## src/rtl/pcmfc_pkg.sv

```systemverilog
// pcmfc_pkg: shared types, constants and format decode helpers for the
// pcm sample format converter. No dependencies.
package pcmfc_pkg;

    // default number of fractional bits in the gain register
    localparam int GAIN_FRAC_BITS_DEF = 24;

    // width of a raw sample and of the gain register
    localparam int SAMPLE_W = 32;
    localparam int GAIN_W   = 32;
    localparam int FMT_W    = 3;

    // decoupling queue between front and back
    localparam int Q_DEPTH = 4;
    localparam int Q_AW    = $clog2(Q_DEPTH);
    localparam int Q_CW    = $clog2(Q_DEPTH + 1);

    // configuration register indexes
    localparam int          CFG_IDX_W   = 2;
    localparam logic [1:0]  CFG_SRC_FMT = 2'd0;
    localparam logic [1:0]  CFG_DST_FMT = 2'd1;
    localparam logic [1:0]  CFG_GAIN    = 2'd2;

    // format codes
    localparam logic [2:0] FMT_S16 = 3'd2;

    // classified sample handed from front to back
    typedef struct packed {
        logic                s_neg;
        logic [SAMPLE_W-1:0] s_mag;
        logic                last;
    } t_cls;

    // configuration seen by the back part
    typedef struct packed {
        logic [FMT_W-1:0]  src_fmt;
        logic [FMT_W-1:0]  dst_fmt;
        logic [GAIN_W-1:0] gain;
    } t_cfg;

    // mask of the valid bits for a format
    function automatic logic [SAMPLE_W-1:0] fmt_mask(input logic [FMT_W-1:0] fmt);
        logic [SAMPLE_W-1:0] m;
        case (fmt[2:1])
            2'd0:    m = 32'h0000_00FF;
            2'd1:    m = 32'h0000_FFFF;
            2'd2:    m = 32'h00FF_FFFF;
            default: m = 32'hFFFF_FFFF;
        endcase
        return m;
    endfunction

    // width minus one (index of the sign bit) for a format
    function automatic logic [4:0] fmt_msb(input logic [FMT_W-1:0] fmt);
        return {fmt[2:1], 3'b111};
    endfunction

endpackage

```

## src/rtl/pcmfc_front.sv

```systemverilog
// pcmfc_front: takes raw samples and splits them into sign and magnitude
// per the source format. Depends on pcmfc_pkg.
module pcmfc_front (
    input  logic                              i_valid,
    input  logic [pcmfc_pkg::SAMPLE_W-1:0]    i_sample_in,
    input  logic                              i_last_in,
    input  logic [pcmfc_pkg::FMT_W-1:0]       i_src_fmt,
    input  logic                              i_q_full,
    output logic                              o_stall,
    output logic                              o_push,
    output pcmfc_pkg::t_cls                   o_cls
);

    logic [pcmfc_pkg::SAMPLE_W-1:0] w_mask;
    logic [pcmfc_pkg::SAMPLE_W-1:0] w_half;
    logic [pcmfc_pkg::SAMPLE_W-1:0] w_bits;
    logic                           w_neg;

    // stall whenever the queue has no free slot
    assign o_stall = i_q_full;
    assign o_push  = i_valid & ~i_q_full;

    // offset binary becomes two's complement by flipping the top bit
    always_comb begin
        w_mask = pcmfc_pkg::fmt_mask(i_src_fmt);
        w_half = 32'd1 << pcmfc_pkg::fmt_msb(i_src_fmt);
        w_bits = i_sample_in & w_mask;
        if (i_src_fmt[0]) begin
            w_bits = w_bits ^ w_half;
        end
        w_neg = |(w_bits & w_half);
    end

    // magnitude; the most negative code maps to the half scale on its own
    always_comb begin
        o_cls.s_neg = w_neg;
        o_cls.s_mag = w_neg ? ((~w_bits + 32'd1) & w_mask) : w_bits;
        o_cls.last  = i_last_in;
    end

endmodule

```

## src/rtl/pcmfc_queue.sv

```systemverilog
// pcmfc_queue: short first-in first-out queue of classified items between
// the front and back parts. Depends on pcmfc_pkg.
module pcmfc_queue (
    input  logic              i_clk,
    input  logic              i_rst_n,
    input  logic              i_push,
    input  pcmfc_pkg::t_cls   i_data,
    input  logic              i_pop,
    output logic              o_full,
    output logic              o_nempty,
    output pcmfc_pkg::t_cls   o_data
);

    pcmfc_pkg::t_cls                r_mem [pcmfc_pkg::Q_DEPTH];
    logic [pcmfc_pkg::Q_AW-1:0]     r_wr;
    logic [pcmfc_pkg::Q_AW-1:0]     r_rd;
    logic [pcmfc_pkg::Q_CW-1:0]     r_count;
    logic [pcmfc_pkg::Q_AW-1:0]     n_wr;
    logic [pcmfc_pkg::Q_AW-1:0]     n_rd;
    logic [pcmfc_pkg::Q_CW-1:0]     n_count;

    assign o_full   = (r_count == pcmfc_pkg::Q_CW'(pcmfc_pkg::Q_DEPTH));
    assign o_nempty = (r_count != '0);
    assign o_data   = r_mem[r_rd];

    // pointer and fill count update
    always_comb begin
        n_wr    = r_wr;
        n_rd    = r_rd;
        n_count = r_count;
        if (i_push) begin
            n_wr = (r_wr == pcmfc_pkg::Q_AW'(pcmfc_pkg::Q_DEPTH - 1)) ? '0 : r_wr + 1'b1;
        end
        if (i_pop) begin
            n_rd = (r_rd == pcmfc_pkg::Q_AW'(pcmfc_pkg::Q_DEPTH - 1)) ? '0 : r_rd + 1'b1;
        end
        if (i_push && !i_pop) begin
            n_count = r_count + 1'b1;
        end else if (!i_push && i_pop) begin
            n_count = r_count - 1'b1;
        end
    end

    always_ff @(posedge i_clk) begin
        if (!i_rst_n) begin
            r_wr    <= '0;
            r_rd    <= '0;
            r_count <= '0;
        end else begin
            r_wr    <= n_wr;
            r_rd    <= n_rd;
            r_count <= n_count;
        end
    end

    // entry storage
    always_ff @(posedge i_clk) begin
        if (i_push) begin
            r_mem[r_wr] <= i_data;
        end
    end

    // fill count never passes the depth
    a_count_bound: assert property (@(posedge i_clk) disable iff (!i_rst_n)
        r_count <= pcmfc_pkg::Q_CW'(pcmfc_pkg::Q_DEPTH))
        else $error("queue fill count beyond depth");

    // no pop from an empty queue
    a_no_underflow: assert property (@(posedge i_clk) disable iff (!i_rst_n)
        i_pop |-> o_nempty)
        else $error("pop from empty queue");

    // pointers meet when the queue is empty or full
    a_ptr_count: assert property (@(posedge i_clk) disable iff (!i_rst_n)
        (r_count == '0 || o_full) |-> (r_wr == r_rd))
        else $error("queue pointers disagree with fill count");

    // a push alone grows the count by one
    a_push_grows: assert property (@(posedge i_clk) disable iff (!i_rst_n)
        (i_push && !i_pop) |=> (r_count == $past(r_count) + 1'b1))
        else $error("queue count did not grow on push");

endmodule

```

## src/rtl/pcmfc_back.sv

```systemverilog
// pcmfc_back: three-stage gain, clamp, rescale and saturate pipeline that
// drains the queue. Depends on pcmfc_pkg.
module pcmfc_back #(
    parameter int GAIN_FRAC_BITS = pcmfc_pkg::GAIN_FRAC_BITS_DEF
) (
    input  logic                              i_clk,
    input  logic                              i_rst_n,
    input  pcmfc_pkg::t_cfg                   i_cfg,
    input  logic                              i_q_nempty,
    input  pcmfc_pkg::t_cls                   i_q_data,
    output logic                              o_pop,
    input  logic                              i_stall,
    output logic                              o_valid,
    output logic [pcmfc_pkg::SAMPLE_W-1:0]    o_sample_out,
    output logic                              o_last_out
);

    logic        w_en1;
    logic        w_en2;
    logic        w_en3;

    // stage registers
    logic        r_v1;
    logic        r_v2;
    logic        r_v3;
    logic [63:0] r_prod;
    logic        r_neg1;
    logic        r_last1;
    logic [32:0] r_q;
    logic        r_neg2;
    logic        r_last2;
    logic [31:0] r_out;
    logic        r_last3;

    logic [31:0] w_gmag;
    logic        w_gneg;
    logic [5:0]  w_e;
    logic [5:0]  w_dsh;
    logic [63:0] w_lim;
    logic [63:0] w_magc;
    logic [63:0] w_shift;
    logic [32:0] w_top;
    logic [32:0] w_qs;
    logic [32:0] w_val;

    // each stage moves when the one after it has room
    assign w_en3 = ~r_v3 | ~i_stall;
    assign w_en2 = ~r_v2 | w_en3;
    assign w_en1 = ~r_v1 | w_en2;
    assign o_pop = i_q_nempty & w_en1;

    always_ff @(posedge i_clk) begin
        if (!i_rst_n) begin
            r_v1 <= 1'b0;
            r_v2 <= 1'b0;
            r_v3 <= 1'b0;
        end else begin
            if (w_en1) begin
                r_v1 <= i_q_nempty;
            end
            if (w_en2) begin
                r_v2 <= r_v1;
            end
            if (w_en3) begin
                r_v3 <= r_v2;
            end
        end
    end

    // stage 1: gain magnitude and the 32 by 32 product
    assign w_gneg = i_cfg.gain[31];
    assign w_gmag = w_gneg ? (~i_cfg.gain + 32'd1) : i_cfg.gain;

    always_ff @(posedge i_clk) begin
        if (w_en1) begin
            r_prod  <= {32'd0, i_q_data.s_mag} * {32'd0, w_gmag};
            r_neg1  <= i_q_data.s_neg ^ w_gneg;
            r_last1 <= i_q_data.last;
        end
    end

    // stage 2: clamp to unity, then align to the destination scale
    always_comb begin
        w_e    = {1'b0, pcmfc_pkg::fmt_msb(i_cfg.src_fmt)} + 6'(GAIN_FRAC_BITS);
        w_dsh  = {1'b0, pcmfc_pkg::fmt_msb(i_cfg.dst_fmt)};
        w_lim  = 64'd1 << w_e;
        w_magc = (r_prod > w_lim) ? w_lim : r_prod;
        if (w_e >= w_dsh) begin
            w_shift = w_magc >> (w_e - w_dsh);
        end else begin
            w_shift = w_magc << (w_dsh - w_e);
        end
    end

    always_ff @(posedge i_clk) begin
        if (w_en2) begin
            r_q     <= w_shift[32:0];
            r_neg2  <= r_neg1;
            r_last2 <= r_last1;
        end
    end

    // stage 3: saturate positive full scale, restore sign, add offset for offset-binary output
    always_comb begin
        w_top = 33'd1 << w_dsh;
        w_qs  = r_q;
        if (!r_neg2 && r_q == w_top) begin
            w_qs = w_top - 33'd1;
        end
        w_val = r_neg2 ? (~w_qs + 33'd1) : w_qs;
        if (i_cfg.dst_fmt[0]) begin
            w_val = w_val + w_top;
        end
    end

    always_ff @(posedge i_clk) begin
        if (w_en3) begin
            r_out   <= w_val[31:0] & pcmfc_pkg::fmt_mask(i_cfg.dst_fmt);
            r_last3 <= r_last2;
        end
    end

    assign o_valid      = r_v3;
    assign o_sample_out = r_out;
    assign o_last_out   = r_last3;

endmodule

```

## src/rtl/pcm_sample_format_converter_core.sv

```systemverilog
// pcm_sample_format_converter_core: top level with configuration registers,
// front classifier, decoupling queue and back arithmetic pipeline.
// Depends on pcmfc_pkg, pcmfc_front, pcmfc_queue, pcmfc_back.
//
// Converts one pcm sample per item from the source format to the destination
// format, applying a signed fixed-point gain with clamping to full scale.
// Sustained rate is one item per clock cycle while the output is not stalled.
// An accepted item is written into the four-entry queue, then passes three
// back-end stages (32 by 32 multiply, clamp and rescale, saturate and offset)
// before it shows at the output. The last mark travels with its sample.
// Configuration writes take effect at once and are meant for when no item is
// in flight.
module pcm_sample_format_converter_core #(
    parameter int GAIN_FRAC_BITS = pcmfc_pkg::GAIN_FRAC_BITS_DEF
) (
    input  logic                                i_clk,
    input  logic                                i_rst_n,
    // configuration write port
    input  logic                                i_cfg_we,
    input  logic [pcmfc_pkg::CFG_IDX_W-1:0]     i_cfg_idx,
    input  logic [pcmfc_pkg::GAIN_W-1:0]        i_cfg_data,
    // input channel
    input  logic                                i_valid,
    output logic                                o_stall,
    input  logic [pcmfc_pkg::SAMPLE_W-1:0]      i_sample_in,
    input  logic                                i_last_in,
    // output channel
    output logic                                o_valid,
    input  logic                                i_stall,
    output logic [pcmfc_pkg::SAMPLE_W-1:0]      o_sample_out,
    output logic                                o_last_out
);

    logic [pcmfc_pkg::FMT_W-1:0]   r_src_fmt;
    logic [pcmfc_pkg::FMT_W-1:0]   r_dst_fmt;
    logic [pcmfc_pkg::GAIN_W-1:0]  r_gain;
    pcmfc_pkg::t_cfg               w_cfg;
    pcmfc_pkg::t_cls               w_push_data;
    pcmfc_pkg::t_cls               w_pop_data;
    logic                          w_push;
    logic                          w_pop;
    logic                          w_full;
    logic                          w_nempty;

    // configuration registers
    always_ff @(posedge i_clk) begin
        if (!i_rst_n) begin
            r_src_fmt <= pcmfc_pkg::FMT_S16;
            r_dst_fmt <= pcmfc_pkg::FMT_S16;
            r_gain    <= pcmfc_pkg::GAIN_W'(64'd1 << GAIN_FRAC_BITS);
        end else if (i_cfg_we) begin
            case (i_cfg_idx)
                pcmfc_pkg::CFG_SRC_FMT: r_src_fmt <= i_cfg_data[pcmfc_pkg::FMT_W-1:0];
                pcmfc_pkg::CFG_DST_FMT: r_dst_fmt <= i_cfg_data[pcmfc_pkg::FMT_W-1:0];
                pcmfc_pkg::CFG_GAIN:    r_gain    <= i_cfg_data;
                default: ;
            endcase
        end
    end

    assign w_cfg.src_fmt = r_src_fmt;
    assign w_cfg.dst_fmt = r_dst_fmt;
    assign w_cfg.gain    = r_gain;

    // front: accept and classify
    pcmfc_front u_front (
        .i_valid     (i_valid),
        .i_sample_in (i_sample_in),
        .i_last_in   (i_last_in),
        .i_src_fmt   (r_src_fmt),
        .i_q_full    (w_full),
        .o_stall     (o_stall),
        .o_push      (w_push),
        .o_cls       (w_push_data)
    );

    // decoupling queue
    pcmfc_queue u_queue (
        .i_clk    (i_clk),
        .i_rst_n  (i_rst_n),
        .i_push   (w_push),
        .i_data   (w_push_data),
        .i_pop    (w_pop),
        .o_full   (w_full),
        .o_nempty (w_nempty),
        .o_data   (w_pop_data)
    );

    // back: gain and format arithmetic
    pcmfc_back #(
        .GAIN_FRAC_BITS (GAIN_FRAC_BITS)
    ) u_back (
        .i_clk        (i_clk),
        .i_rst_n      (i_rst_n),
        .i_cfg        (w_cfg),
        .i_q_nempty   (w_nempty),
        .i_q_data     (w_pop_data),
        .o_pop        (w_pop),
        .i_stall      (i_stall),
        .o_valid      (o_valid),
        .o_sample_out (o_sample_out),
        .o_last_out   (o_last_out)
    );

endmodule

```

## config.mk

```make
export PLATFORM = sky130hd
export DESIGN_NAME = pcm_sample_format_converter_core
export DESIGN_NICKNAME = d
export VERILOG_FILES = /design/src/rtl/pcmfc_pkg.sv /design/src/rtl/pcmfc_front.sv /design/src/rtl/pcmfc_queue.sv /design/src/rtl/pcmfc_back.sv /design/src/rtl/pcm_sample_format_converter_core.sv
export SDC_FILE = /design/constraint.sdc
export NUM_CORES = 2
export LEC_CHECK = 0
export BUFFER_PORTS_ARGS = -buffer_cell sky130_fd_sc_hd__buf_2
export CORE_MARGIN = 2
export CORE_UTILIZATION = 45
export CTS_BUF_LIST = sky130_fd_sc_hd__clkbuf_8
export CTS_CLUSTER_SIZE = 10
export DETAILED_ROUTE_END_ITERATION = 10
export SLEW_MARGIN = 30
export SYNTH_ARGS = -nofsm -noshare
export SYNTH_HDL_FRONTEND = slang
export SYNTH_SLANG_ARGS = --single-unit
```

## constraint.sdc

```tcl
create_clock -name i_clk -period 12.35 [get_ports i_clk]
set_clock_uncertainty 0.05 [all_clocks]
set_input_delay 2.47 -clock i_clk [delete_from_list [all_inputs] [get_ports i_clk]]
set_output_delay 2.47 -clock i_clk [all_outputs]
set_load 0.02 [all_outputs]
```

* After elaboration in Yosys (flattened, before gate mapping)
Memory sizes are Yosys's and may differ from the RTL's. A register that Yosys moved wholly into a read port is not among the register bits.
Cells that the tools add are included.
** Cells by class
- Add/subtract/negate cells :: 12
- $mul :: 1
- Magnitude comparators :: 2
- Equality and inequality tests :: 10
- Shift operators :: 5
- Multiplexer cells :: 19
- Bitwise operators :: 19
- Reductions and logical operators :: 15
** Operators with widths (number)
- two-way mux 32 bit :: 7
- one-hot mux 32 bit (3 select lines) :: 2
- AND 32 bit :: 4
- adder 32 x 1 -> 32 bit, second input constant :: 3
- NOT 32 bit :: 3
- > comparator 64 bit :: 1
- multiplier 32 x 32 -> 64 bit :: 1
- two-way mux 64 bit :: 1
- << shifter 1 x 6 -> 64 bit, first input constant :: 1
- << shifter 64 x 6 -> 33 bit :: 1
- >> shifter 64 x 6 -> 33 bit :: 1
- equality test 33 bit :: 1
- two-way mux 33 bit :: 1
- << shifter 1 x 5 -> 33 bit, first input constant :: 1
- adder 32 bit :: 1
- OR reduction 32 bit :: 1
- << shifter 1 x 5 -> 32 bit, first input constant :: 1
- subtractor 32 x 1 -> 32 bit, second input constant :: 1
- XOR 32 bit :: 1
- equality test 2 bit, second input constant :: 5
- two-way mux 2 bit :: 4
- adder 5 x 5 -> 6 bit, second input constant :: 1
- equality test 2 x 1 -> 1 bit, second input constant :: 3
- greater-or-equal comparator 6 x 5 -> 1 bit :: 1
- other kinds (18) :: 36
** Storage, ports and cells
- Flip-flop bits (word level) :: 182
- Bits in writable memories :: 136
- Bits of input ports :: 72
- Output and inout port bits :: 35
- Word-level logic and storage cells :: 101
- Memories :: 1
** Memory list
- u_queue.r_mem :: depth 4, width 34, read ports 1, clocked after Yosys merged registers in 1, wr ports 1, line pcmfc_queue.sv:14 : pcmfc_pkg::t_cls r_mem [pcmfc_pkg::Q_DEPTH];

* Longest topological paths before layout
- Word-level depth :: 10
- Gate-level depth with buffers :: 40
- Depth with buffers taken out :: 37

* Cells and area by module
A second synthesis with hierarchy kept.
** Second synthesis, totals
- Cells, all modules :: 5275
- Area, all modules :: 51124.0 sq um
** By module, submodules not included
- pcmfc_back :: times used 1, cells an instance 4699, area each 42899.9 sq um, sequential area each 4083.9 sq um
- pcmfc_queue :: times used 1, cells an instance 222, area each 5413.9 sq um, sequential area each 4264.1 sq um
- pcm_sample_format_converter_core :: times used 1, cells an instance 162, area each 1550.2 sq um, sequential area each 760.7 sq um
- pcmfc_front :: times used 1, cells an instance 192, area each 1260.0 sq um, sequential area each 0.0 sq um

* Worst setup path after synthesis
OpenSTA, ideal clock, no wires.
- Path kind :: reg-to-reg
- Start :: register r_gain[0] in the netlist's numbering
- End :: register u_back.r_prod[60] (data pin)
- Setup time :: 0.265 ns
- Arrival time :: 9.686 ns
- Data required time :: 12.035 ns
- Slack :: 2.349 ns
- Cell stages (with the launch flop) :: 36
- Buffers on the path :: 3
- Period minus slack after synthesis :: 10.001 ns
- Cells stage by stage :: dfxtp_1 > clkbuf_1 > clkinv_1 > clkbuf_1 > ha_1 > nand2_1 > or3_1 > nor3_1 > nand2_1 > o21ai_0 > nand2_1 > xnor2_1 > clkbuf_1 > nor2_1 > fa_1 > fa_1 > fa_1 > fa_1 > fa_1 > fa_1 > fa_1 > inv_1 > fa_1 > inv_1 > ha_1 > nand2_1 > o21a_1 > o21ai_0 > a221o_1 > a21oi_1 > o21ai_0 > a211oi_1 > o21ai_0 > a221oi_1 > o21ai_0 > xor2_1
** Between the ends
- Cells in the longest elaborated chain, start to end :: 4
** RTL lines
- start: declaration :: line pcm_sample_format_converter_core.sv:36 : logic [pcmfc_pkg::GAIN_W-1:0] r_gain;
- start signal: assignment :: line pcm_sample_format_converter_core.sv:50 : r_gain <= pcmfc_pkg::GAIN_W'(64'd1 << GAIN_FRAC_BITS);
- start signal: assignment :: line pcm_sample_format_converter_core.sv:55 : pcmfc_pkg::CFG_GAIN: r_gain <= i_cfg_data;
- NOT 32 bit :: line pcmfc_back.sv:72 : assign w_gmag = w_gneg ? (~i_cfg.gain + 32'd1) : i_cfg.gain;
- adder 32 x 1 -> 32 bit :: line pcmfc_back.sv:72
- two-way mux 32 bit * :: line pcmfc_back.sv:72
- multiplier 32 x 32 -> 64 bit * :: line pcmfc_back.sv:76 : r_prod <= {32'd0, i_q_data.s_mag} * {32'd0, w_gmag};
- end signal: assignment :: line pcmfc_back.sv:76
- end: declaration :: line pcmfc_back.sv:26 : logic [63:0] r_prod;
Every way passes the cells marked *; elsewhere a longest branch is shown, timed or not.
A chain may end at the register's enable or synchronous reset.

* Final worst setup path
Ends and elaborated chain as after synthesis.

==> impl_metrics.toml <==
[placed_design]
place_congestion = 0.9797
io_buffers = 106
place_hpwl_um = 129800

[detailed_routing]
first_pass_iters = 5
vias_per_cell = 5.536
antenna_left = 0
drt_wl_total_um = 162400
drc = 0
drt_iter0_markers = 3077
wire_per_inst_um = 23.48
dr_total_vias = 38295

[global_route]
grt_pass1_vias = 39015
grt_busiest_layer = "met2"
antenna_found_initial = 8
grt_use_met2 = 0.4611
grt_util_met3 = 0.06384
grt_overflow = 0
grt_pass1_wl_um = 243800
use_met1 = 0.3817
grt_usage = 0.2904
grt_max_degree = 68

[logic_synthesis]
yosys-top-cells-count = "inv_1, fa_1, nand2_1"
synthDominantCellAreaShare = 0.3604
ys_seq_elements = 320
ys_seq_area_frac = 0.1824
yosysMostFrequentCell = "inv_1"
synth_cell_types = 91
synth-main-ff-cell = "edfxtp_1"
synth.area.top_cells = "fa_1, edfxtp_1, ha_1"
ys_async_sr_fraction = 0
synth_area_leader_cell = "fa_1"
synth.cell_area_um2 = 49940
ys_warn_count = 0
synth_edf_count = 270
netlist_instances = 5355
synth_nets = 6622
syn_avg_cell_area_um2 = 9.325

[die]
dieHeight_um = 337.1
boundaryPins = 107
initial_core_util = 0.4525
dieArea_um2 = 113700
rows = 122
core-area_um2 = 110400
die_w_um = 337.1

[timing]
period_needed_ns = 11.54
finalCritPeriodShare = 0.9348
final_max_slew_viol_count = 0
max_slew.worst_pin.slew_ns = 1.060
whs_ns = 0.3842
fin_setup_tns_ns = 0
setup_viol_count_final = 0
relSlewSlack = 0.2910
rsz0062_at_grt = "false"
hold_viol_final = 0
clock.fmax_mhz = 86.62

[worst_setup_path]
r2r_cells = 32
rrSetupSlack_ns = 0.81
path_class = "flip-flop to flip-flop"
required_ns = 12.74
crit_buf_inv = 3
r2r_start = "r_gain[0]"
worstSetupEndpointType = "flip-flop"
max_stage_delay_ns = 0.71
cp-start-kind = "flip-flop"
slowest_stage = "o21ai_0"
arrival_ns = 11.93
r2r-end = "u_back.r_prod[60]"
cpMostUsedCell = "fa_1"
critical_path.top_delay_family = "adder cells"
cp_max_fo = 20

[clock_tree]
cts-resized-gates = 0
cts.reportedPaths.clkPinSlew_ns = 0.07
cts_max_level = 2
clk_path_buf_depth = 3
ctsHoldBuffers = 0
cts_root_buffer = "clkbuf_8"
cts_tree = "built"
cts_buffers = 55
cts_sinks = 320
clkLatencyLatePin_ns = 0.71
post_cts_buffers = 0

[cells_and_area]
area_delta_synth_final_pct = 7.702
multi_input_area_um2 = 36470
nets = 6649
drive_above_1_share = 0.08511
regArea_um2 = 9116
n_fill_cell = 10433

[min_path]
hp-start = "u_back.r_last2"
hold_depth = 0
hold_path.class = "flip-flop to flip-flop"
worstHoldEndpoint = "u_back.o_last_out"

[run_status]
outcome = "finished, final reports clean"

[run]
drv_cap = 0
cells by family (layout without fill, tap and decap cells):
family                     count (synthesis)  in the layout  synth area share
AOI/OAI and AO/OA                        554            554           0.07479
xor gates and xnor gates                 183            183           0.03210
adders and majority gates               1195           1195            0.4346
buffers and inverters                   1240           1313           0.09338
DFF                                      320            320            0.1824
muxes                                    168            168           0.03841
other                                      0              2                 0
and+or+nand+nor                         1695           1695            0.1444
placed cells by master, fill, tap and decap left out, drive strengths merged, types with 39 or more instances in the layout:
| master | synthesis | layout |
|---|---|---|
| a21boi | 39 | 39 |
| a21o | 63 | 63 |
| a21oi | 109 | 109 |
| and2 | 46 | 46 |
| buf | 29 | 242 |
| clkbuf | 243 | 55 |
| dfxtp | 50 | 50 |
| edfxtp | 270 | 270 |
| fa | 899 | 899 |
| ha | 296 | 296 |
| inv | 966 | 985 |
| mux2 | 49 | 49 |
| mux2i | 105 | 105 |
| nand2 | 778 | 778 |
| nand3 | 39 | 39 |
| nor2 | 604 | 604 |
| nor3 | 46 | 46 |
| o21a | 45 | 45 |
| o21ai | 127 | 127 |
| xnor2 | 91 | 91 |
| xor2 | 92 | 92 |
area by class of cell:
cell class,count,area share
Inverter,968,0.06756
Sequential cell,320,0.1695
Multi-Input combinational cell,3795,0.6782
Clock inverter,48,0.007119
Timing Repair Buffer,242,0.02889
Clock buffer,55,0.01407
Tap cell,1488,0.03462
Antenna cell,2,0.00009305
worst max path at each step:
stage / startpoint / end / slack (ns) / cells past startpoint
3_3_place_gp: r_gain[0] / u_back.r_prod[60] / 1.04 / 34
3_5_place_dp: r_gain[0] / u_back.r_prod[60] / 0.68 / 32
4_1_cts: r_gain[0] / u_back.r_prod[60] / 0.66 / 32
5_1_grt: r_gain[0] / u_back.r_prod[60] / 0.12 / 34
6_report: r_gain[0] / u_back.r_prod[60] / 0.81 / 32
2_1_floorplan: r_gain[0] / u_back.r_prod[60] / 2.35 / 35
sequential cells by signal (all words and copies together), names as in the netlist, 2 cells and up, named ones only:
| name | cells |
|---|---|
| r_gain | 32 |
| r_dst_fmt | 3 |
| r_src_fmt | 3 |
| u_back.r_q | 33 |
| u_queue.r_rd | 2 |
| u_back.o_sample_out | 32 |
| u_queue.r_wr | 2 |
| u_back.r_prod | 64 |
| u_queue.r_mem | 136 |
| u_queue.r_count | 3 |
per-stage QoR:
step	std cells	worst slack, ns	utilization	area [um2]
finish	6918	0.8057	0.4873	53780
floorplan	5355	2.349	-	49940
global placement	6813	1.038	0.4763	52570
CTS	6916	0.6558	0.4871	53760
global route	6917	0.1161	0.4873	53780
detailed placement	6813	0.6793	0.4768	52620
per-layer routing:
layer  up-vias  part of all wire
met5         -           0.00042
met4         8             0.052
met3       353             0.089
met2      1663              0.45
met1     19473              0.40
li1      16798                 -
Power is not shown: default switching activity piles up to over one toggle a cycle in this logic, so the estimate is an artifact.
